`config.mk`:
```
export PLATFORM = sky130hd
export DESIGN_NAME = bpc_comp
export DESIGN_NICKNAME = d
export VERILOG_FILES = /design/src/design/bpc_pkg.sv /design/src/design/bpc_comp.sv
export SDC_FILE = /design/constraint.sdc
export NUM_CORES = 2
export LEC_CHECK = 0
export BUFFER_PORTS_ARGS = -buffer_cell sky130_fd_sc_hd__buf_4
export CAP_MARGIN = 5
export CORE_MARGIN = 5
export CORE_UTILIZATION = 55
export CTS_BUF_LIST = sky130_fd_sc_hd__clkbuf_8
export DETAILED_ROUTE_END_ITERATION = 10
export PLACE_DENSITY_LB_ADDON = 0.2
export SETUP_SLACK_MARGIN = 0.4
export SLEW_MARGIN = 25
export SYNTH_ARGS = -nofsm -noshare
export SYNTH_HDL_FRONTEND = slang
export SYNTH_SLANG_ARGS = --single-unit
```
`constraint.sdc`:
```
create_clock -name clk -period 19.2 [get_ports clk]
set_input_delay 0.96 -clock clk [delete_from_list [all_inputs] [get_ports clk]]
set_output_delay 0.96 -clock clk [all_outputs]
set_load 0.02 [all_outputs]
```
`src/design/bpc_pkg.sv`:
```
package bpc_pkg;

  localparam int DIV_N = 32;  // dividend and quotient width of the long dividers
  localparam int DEN_W = 20;  // divisor width of the long dividers
  localparam int X1_W  = 19;  // temperature term x1

  localparam int CFG_IDX_W = 3;
  localparam int CFG_W     = 32;

  localparam logic [CFG_IDX_W-1:0] REG_AC1_AC2 = 3'd0;
  localparam logic [CFG_IDX_W-1:0] REG_AC3_AC4 = 3'd1;
  localparam logic [CFG_IDX_W-1:0] REG_AC5_AC6 = 3'd2;
  localparam logic [CFG_IDX_W-1:0] REG_B1_B2   = 3'd3;
  localparam logic [CFG_IDX_W-1:0] REG_MC_MD   = 3'd4;
  localparam logic [CFG_IDX_W-1:0] REG_OSS     = 3'd5;

  localparam logic signed [30:0] B6_OFS   = 31'sd4000;
  localparam logic        [31:0] B4_OFS   = 32'd32768;
  localparam logic        [11:0] SQ_COEF  = 12'd3038;
  localparam logic signed [14:0] P_COEF   = -15'sd7357;
  localparam logic signed [47:0] P_OFS    = 48'sd3791;
  localparam logic        [17:0] PRESS_MAX = 18'h3FFFF;

  typedef struct packed {
    logic signed [15:0] ac1;
    logic signed [15:0] ac2;
    logic signed [15:0] ac3;
    logic        [15:0] ac4;
    logic        [15:0] ac5;
    logic        [15:0] ac6;
    logic signed [15:0] b1;
    logic signed [15:0] b2;
    logic signed [15:0] mc;
    logic signed [15:0] md;
    logic        [1:0]  oss;
  } cal_t;

  // travels beside a sample through both dividers
  typedef struct packed {
    logic                   err;
    logic                   neg;
    logic                   b7hi;
    logic signed [X1_W-1:0] x1;
    logic        [23:0]     up;
    logic signed [15:0]     temp;
  } side_t;

  function automatic logic [15:0] press_scale(input logic [1:0] oss);
    logic [15:0] s;
    case (oss)
      2'd0:    s = 16'd50000;
      2'd1:    s = 16'd25000;
      2'd2:    s = 16'd12500;
      default: s = 16'd6250;
    endcase
    return s;
  endfunction

endpackage

```
`src/design/bpc_comp.sv`:
```
module bpc_comp (
  input  logic                      clk,
  input  logic                      rst_n,
  input  logic                      en,
  input  logic                      in_v,
  input  logic [bpc_pkg::DIV_N-1:0] in_q,
  input  bpc_pkg::side_t            in_side,
  output logic                      out_v,
  output logic signed [15:0]        out_temp,
  output logic [17:0]               out_press,
  output logic                      out_err
);
  import bpc_pkg::*;

  logic               p1_v_r, p2_v_r, p3_v_r;
  side_t              p1_side_r, p2_side_r;
  logic [32:0]        p1_p_r, p2_p_r;
  logic [49:0]        p1_sq_r;
  logic signed [48:0] p1_m_r;
  logic [61:0]        p2_prod_r;
  logic signed [32:0] p2_x2_r;
  logic signed [15:0] p3_temp_r;
  logic [17:0]        p3_press_r;
  logic               p3_err_r;

  logic [32:0]        p;
  logic [24:0]        ps;
  logic signed [33:0] ps_s;
  logic signed [47:0] x1;
  logic signed [47:0] s;
  logic signed [48:0] pf;

  always_comb begin
    p    = in_side.b7hi ? {in_q, 1'b0} : {1'b0, in_q};
    ps   = p[32:8];
    ps_s = {1'b0, p};
    x1   = {2'b00, p2_prod_r[61:16]};
    s    = x1 + p2_x2_r + P_OFS;
    pf   = $signed({16'd0, p2_p_r}) + (s >>> 4);
  end

  always_ff @(posedge clk) begin
    if (!rst_n) begin
      p1_v_r <= 1'b0;
      p2_v_r <= 1'b0;
      p3_v_r <= 1'b0;
    end else if (en) begin
      p1_v_r <= in_v;
      p2_v_r <= p1_v_r;
      p3_v_r <= p2_v_r;
    end
  end

  always_ff @(posedge clk) begin
    if (en) begin
      p1_side_r <= in_side;
      p1_p_r    <= p;
      p1_sq_r   <= ps * ps;
      p1_m_r    <= P_COEF * ps_s;
      p2_side_r <= p1_side_r;
      p2_p_r    <= p1_p_r;
      p2_prod_r <= p1_sq_r * SQ_COEF;
      p2_x2_r   <= p1_m_r[48:16];
      p3_err_r  <= p2_side_r.err;
      p3_temp_r <= p2_side_r.err ? 16'sd0 : p2_side_r.temp;
      if (p2_side_r.err || pf[48]) begin
        p3_press_r <= '0;
      end else if (pf > $signed({31'd0, PRESS_MAX})) begin
        p3_press_r <= PRESS_MAX;
      end else begin
        p3_press_r <= pf[17:0];
      end
    end
  end

  assign out_v     = p3_v_r;
  assign out_temp  = p3_temp_r;
  assign out_press = p3_press_r;
  assign out_err   = p3_err_r;

endmodule

```
Word level (Yosys, flattened, before mapping)
Index checks and enable logic that the tools add are counted.
{"block": "classes", "add_sub_neg": 3, "n_mul": 3, "n_lt_le_gt_ge": 1, "mux": 2, "reduce_logical": 1}
{"cell": "multiplier 50 x 11 -> 61 bit, second input constant", "count": 1}
{"cell": "multiplier 25 x 25 -> 50 bit", "count": 1}
{"cell": "adder 47 x 33 -> 48 bit", "count": 1}
{"cell": "adder 48 x 13 -> 48 bit, second input constant", "count": 1}
{"cell": "multiplier 14 x 34 -> 48 bit, first input constant", "count": 1}
{"cell": "adder 34 x 44 -> 45 bit", "count": 1}
{"cell": "> comparator 45 x 19 -> 1 bit, second input constant", "count": 1}
{"cell": "2-to-1 mux 33 bit", "count": 1}
{"cell": "2-to-1 mux 18 bit", "count": 1}
{"cell": "logical OR 1 bit", "count": 1}
{"block": "totals", "regBits": 331, "in_bits": 98, "word_cells": 26}

Depth between registers and ports, before layout
{"block": "logic_depth", "depth_word": 5, "mapped_depth": 34}

Worst setup path before layout
OpenSTA, ideal clock, no wires.
{"block": "synth_path", "path_kind": "input to register", "start": "input in_side[59] (netlist name)", "end": "register p1_sq_r[43], data pin", "setup_time_ps": 265, "arrival_ps": 8972, "required_ps": 18935, "setup_slack_ps": 9963, "stages": 32, "n_path_buf": 4, "cell_sequence": "clkbuf_1 buf_1 buf_1 mux2i_1 inv_1 buf_1 nand2_1 fa_1 inv_1 fa_1 inv_1 fa_1 fa_1 inv_1 fa_1 fa_1 inv_1 fa_1 inv_1 ha_1 a21o_1 a21o_1 a21o_1 a21o_1 a311oi_1 a31oi_1 o21ai_0 a31oi_1 or2_2 a31oi_1 o21ai_0 xor2_1"}
{"block": "synth_between", "elab_chain_cells": 2}
{"element": "start, declared", "line_no": "bpc_comp.sv:7", "source": "input bpc_pkg::side_t in_side,"}
{"element": "2-to-1 mux 33 bit", "line_no": "bpc_comp.sv:34", "source": "p = in_side.b7hi ? {in_q, 1'b0} : {1'b0, in_q};"}
{"element": "named net p[11]", "line_no": "bpc_comp.sv:26", "source": "logic [32:0] p;"}
{"element": "multiplier 25 x 25 -> 50 bit", "line_no": "bpc_comp.sv:58", "source": "p1_sq_r <= ps * ps;"}
{"element": "end signal, assigned", "line_no": "bpc_comp.sv:58"}
{"element": "end, declared", "line_no": "bpc_comp.sv:18", "source": "logic [49:0] p1_sq_r;"}
The timed path passes the listed nets, and every way through them passes these cells.
A chain may end at the register's enable or synchronous reset.

Worst setup path in the final report
{"block": "layout_path", "start": "input in_side[59] (netlist name)", "end": "register p1_sq_r[43], data pin"}
{"block": "layout_between", "elab_chain_cells": 2}
{"element": "2-to-1 mux 33 bit", "line_no": "bpc_comp.sv:34"}
{"element": "multiplier 25 x 25 -> 50 bit", "line_no": "bpc_comp.sv:58"}
Every way passes these cells.

==> impl_table.tex <==
\begin{tabular}{lr}
\hline
Metric & Value \\
\hline
\multicolumn{2}{l}{\textbf{Clocking}} \\
Clock buffer depth & 3 \\
Depth of the CTS H-tree & 2 \\
Cell chosen for the clock root & sky130\_fd\_sc\_hd\_\_clkbuf\_8 \\
Worst-Skew Late Latency & roughly 0.67 ns \\
Clock tree from TritonCTS & done \\
Post-CTS Hold Fix Bufs & 0 \\
Clock-pin slew of the registers on the worst-case setup and hold paths & roughly 0.060 ns \\
Number of gates given a new drive strength after cts & 0 \\
Number of buffers created by CTS & 50 \\
Post-CTS setup buffer count & 0 \\
Clock net sink count & around 300 \\
\multicolumn{2}{l}{\textbf{STA}} \\
Maximum frequency from static timing analysis & $\sim$96 MHz \\
Final setup vio count & 0 \\
Setup\_tns & 0 ns \\
Final Slew Violations & 0 \\
Clock skew after layout & about 0.044 ns \\
Tightest Pin Transition & between 1 and 1.5 ns \\
Slew Limit Headroom & 22.6\% \\
Share of the cycle needed by the critical path after routing & approximately 54\% \\
Fin. Hold Viols & 0 \\
Setup repair after global routing missed its margin & false \\
Period minus WS final & 10.42 ns \\
\multicolumn{2}{l}{\textbf{Critical path}} \\
Setup Crit Path Kind & input port to flip-flop \\
Startpoint type of the worst setup path & input port \\
Critical path data arrival time & 10.78 ns \\
Required time of the critical path & 19.55 ns \\
Element type at the critical path end & flip-flop \\
Max FO, Critical Path & 50 \\
Crit-path max cell delay & 0.96 ns \\
Critical path's slowest cell & sky130\_fd\_sc\_hd\_\_clkinv\_1 \\
\multicolumn{2}{l}{\textbf{Cells and area}} \\
Final net count & between 6000 and 7000 \\
Area growth, synth to finish & 6.78\% \\
Footprint of the flip-flops and latches & around 9000 um2 \\
Combined area of the multi-input logic cells & approximately 36000 um2 \\
Filler Cells Inserted & about 7600 \\
Fraction of final layout cells with drive strength greater than 1 & roughly 5.4\% \\
\multicolumn{2}{l}{\textbf{Place}} \\
Detailed Place HPWL & about 96000 um \\
Number of buffers inserted by port buffering & a little under 90 \\
Weighted congestion at the end of routability-driven global placement & around 0.9 \\
\multicolumn{2}{l}{\textbf{Floorplan}} \\
Core Rows & between 100 and 150 \\
Overall die area & between 90000 and 100000 um2 \\
Core area & between 90000 and 100000 um2 \\
Effective utilization at floorplan & around 55\% \\
Number of placed I/O pins & $\sim$130 \\
Die boundary width & approximately 310 um \\
Height of the die & around 310 um \\
\multicolumn{2}{l}{\textbf{Route}} \\
Iteration-0 DRC count of the detailed router & approximately 1900 \\
DR vias/cell & around 5.4 \\
Routed wirelength normalized by instance count & approximately 19 um \\
Detailed Routing Iterations Pass 1 & 6 \\
Total DRC errors in the routed layout & 0 \\
Total via count after detailed routing & 32700 \\
Routed WL & roughly 120000 um \\
Count of antenna-violating nets left after detailed routing & 0 \\
\multicolumn{2}{l}{\textbf{Yosys}} \\
Synthesized-area fraction occupied by xor and xnor cells & a little under 3\% \\
Synth Area in Compound Gates & $\sim$7.5\% \\
Most frequent cells after synthesis & 1285 x sky130\_fd\_sc\_hd\_\_inv\_1, 905 x sky130\_fd\_sc\_hd\_\_fa\_1, 699 x sky130\_fd\_sc\_hd\_\_ha\_1 \\
Syn avg cell area & roughly 10 um2 \\
Dominant combinational cell family by area after synthesis & adder cells \\
Adder-cell share of the synthesized area & roughly 54\% \\
Leading register cell type out of synthesis & sky130\_fd\_sc\_hd\_\_edfxtp\_1 \\
Sequential fraction of the synthesis area & $\sim$18\% \\
Area share of the largest cell type after synthesis & a little over a third \\
Count of flip-flops with a built-in enable after synthesis & between 200 and 300 \\
Total number of yosys warnings & 0 \\
Cell Area, Synth & between 40000 and 50000 um2 \\
Synth area leaders & sky130\_fd\_sc\_hd\_\_fa\_1 36\%, sky130\_fd\_sc\_hd\_\_edfxtp\_1 18\%, sky130\_fd\_sc\_hd\_\_ha\_1 18\% \\
Synth async-reset ratio & 0\% \\
Post-synth cell types & 90 \\
Simple-gate portion of the synthesized area & about 7\% \\
Library cell with the largest summed area after synthesis & sky130\_fd\_sc\_hd\_\_fa\_1 \\
Post-synthesis instance total & about 4800 \\
Flip-flop and latch count after synthesis & $\sim$300 \\
Post-synthesis mux area share & less than 1\% \\
Most common cell in the netlist & sky130\_fd\_sc\_hd\_\_inv\_1 \\
\multicolumn{2}{l}{\textbf{Min path}} \\
Type of the worst min-delay path & flip-flop to flip-flop \\
\multicolumn{2}{l}{\textbf{GRT}} \\
Via count of the first global-routing pass & $\sim$34000 \\
Met2 usage & 38.9\% \\
GR peak layer & met2 \\
Met3 Usage GRT & under 10\% \\
Remaining Overflow, GRT & 0 \\
First-pass GRT wire length & 187000 um \\
Largest net degree at the start of global routing & 91 \\
Total track usage & around a quarter \\
Routing usage on met1 & 34.2\% \\
Number of antenna violations at the first check in global routing & 9 \\
\multicolumn{2}{l}{\textbf{Run}} \\
Number of max-cap violations & 0 \\
\multicolumn{2}{l}{\textbf{Run status}} \\
Run status & complete, no violations \\
\hline
\end{tabular}
registers in the layout (all words and copies together) (netlist names), 16 cells and up:
signal / cells
out_press: 18
out_temp: 16
p1_m_r: 32
p1_p_r: 33
p1_side_r: 17
p1_sq_r: 48
p2_p_r: 33
p2_prod_r: 46
p2_side_r: 17
p2_x2_r: 32
critical path: cells and delay by family:
family | cells | cell delay [ns]
fa+ha+maj | 8 | 3.64
simple gates | 2 | 0.80
xor+xnor | 1 | 0.15
compound gates | 10 | 2.61
mux | 1 | 0.26
buf+inv | 10 | 2.32
cell type report:
type | count | area share [%]
timing repair buffer | 136 | 1.93
inverter | 1289 | 9.07
multi-input combinational | 3116 | 67.6
clock buffer | 53 | 1.37
clock inverter | 40 | 0.701
tap | 1176 | 2.76
antenna | 3 | 0.0141
sequential | 296 | 16.6
routing by layer:
layer	up-vias	part of all wire (%)
li1	15300	-
met1	16300	44
met2	903	46
met3	205	7.7
met4	0	3.1
met5	-	0
placed cells by master (no fill, tap or decap), types with 23 or more instances in the layout:
| cell | n |
|---|---|
| sky130_fd_sc_hd__o21ai_0 | 82 |
| sky130_fd_sc_hd__nor2_1 | 238 |
| sky130_fd_sc_hd__xor2_1 | 58 |
| sky130_fd_sc_hd__xnor2_1 | 108 |
| sky130_fd_sc_hd__edfxtp_1 | 293 |
| sky130_fd_sc_hd__ha_1 | 699 |
| sky130_fd_sc_hd__mux2i_1 | 34 |
| sky130_fd_sc_hd__fa_1 | 905 |
| sky130_fd_sc_hd__nor2b_1 | 46 |
| sky130_fd_sc_hd__o21a_1 | 34 |
| sky130_fd_sc_hd__inv_1 | 1298 |
| sky130_fd_sc_hd__buf_4 | 135 |
| sky130_fd_sc_hd__a21o_1 | 79 |
| sky130_fd_sc_hd__and3_1 | 42 |
| sky130_fd_sc_hd__clkbuf_8 | 53 |
| sky130_fd_sc_hd__a21oi_1 | 154 |
| sky130_fd_sc_hd__nand3_1 | 36 |
| sky130_fd_sc_hd__nand2_1 | 250 |
| sky130_fd_sc_hd__nor3_1 | 43 |
| sky130_fd_sc_hd__nand2b_1 | 23 |
cells by family after synthesis:
kind of cell,after synthesis
compound gates,544
xor+xnor,166
fa+ha+maj,1604
buf+inv,1350
flops,296
mux,42
other cells,1
simple gates,757
worst paths after layout:
kind	end	depth (start not counted)	slack, ns	start
setup / recovery	p1_sq_r[43]	32	8.78	in_side[59]
hold / removal	p2_x2_r[29]	0	0.39	p1_m_r[45]
setup reg to reg	out_press[17]	26	11.96	p2_x2_r[11]
hold reg to reg	p2_x2_r[29]	0	0.39	p1_m_r[45]
metrics by stage:
stage | worst slack [ns] | std cells | instance area, um2 | hold slack [ns] | utilization, %
after CTS | 9.08 | 6106 | 53300 | 0.386 | 59.2
after floorplan | 9.96 | 4762 | 50000 | 0.400 | -
after global placement | 8.45 | 6013 | 52200 | 0.401 | 57.9
after detailed placement | 8.43 | 6013 | 52200 | 0.405 | 57.9
after global routing | 8.39 | 6108 | 53300 | 0.396 | 59.2
final | 8.78 | 6109 | 53300 | 0.393 | 59.2
Power is left out: the tool's default activity adds up to more than one toggle a clock period on the data nets, which glitch-free logic cannot reach.
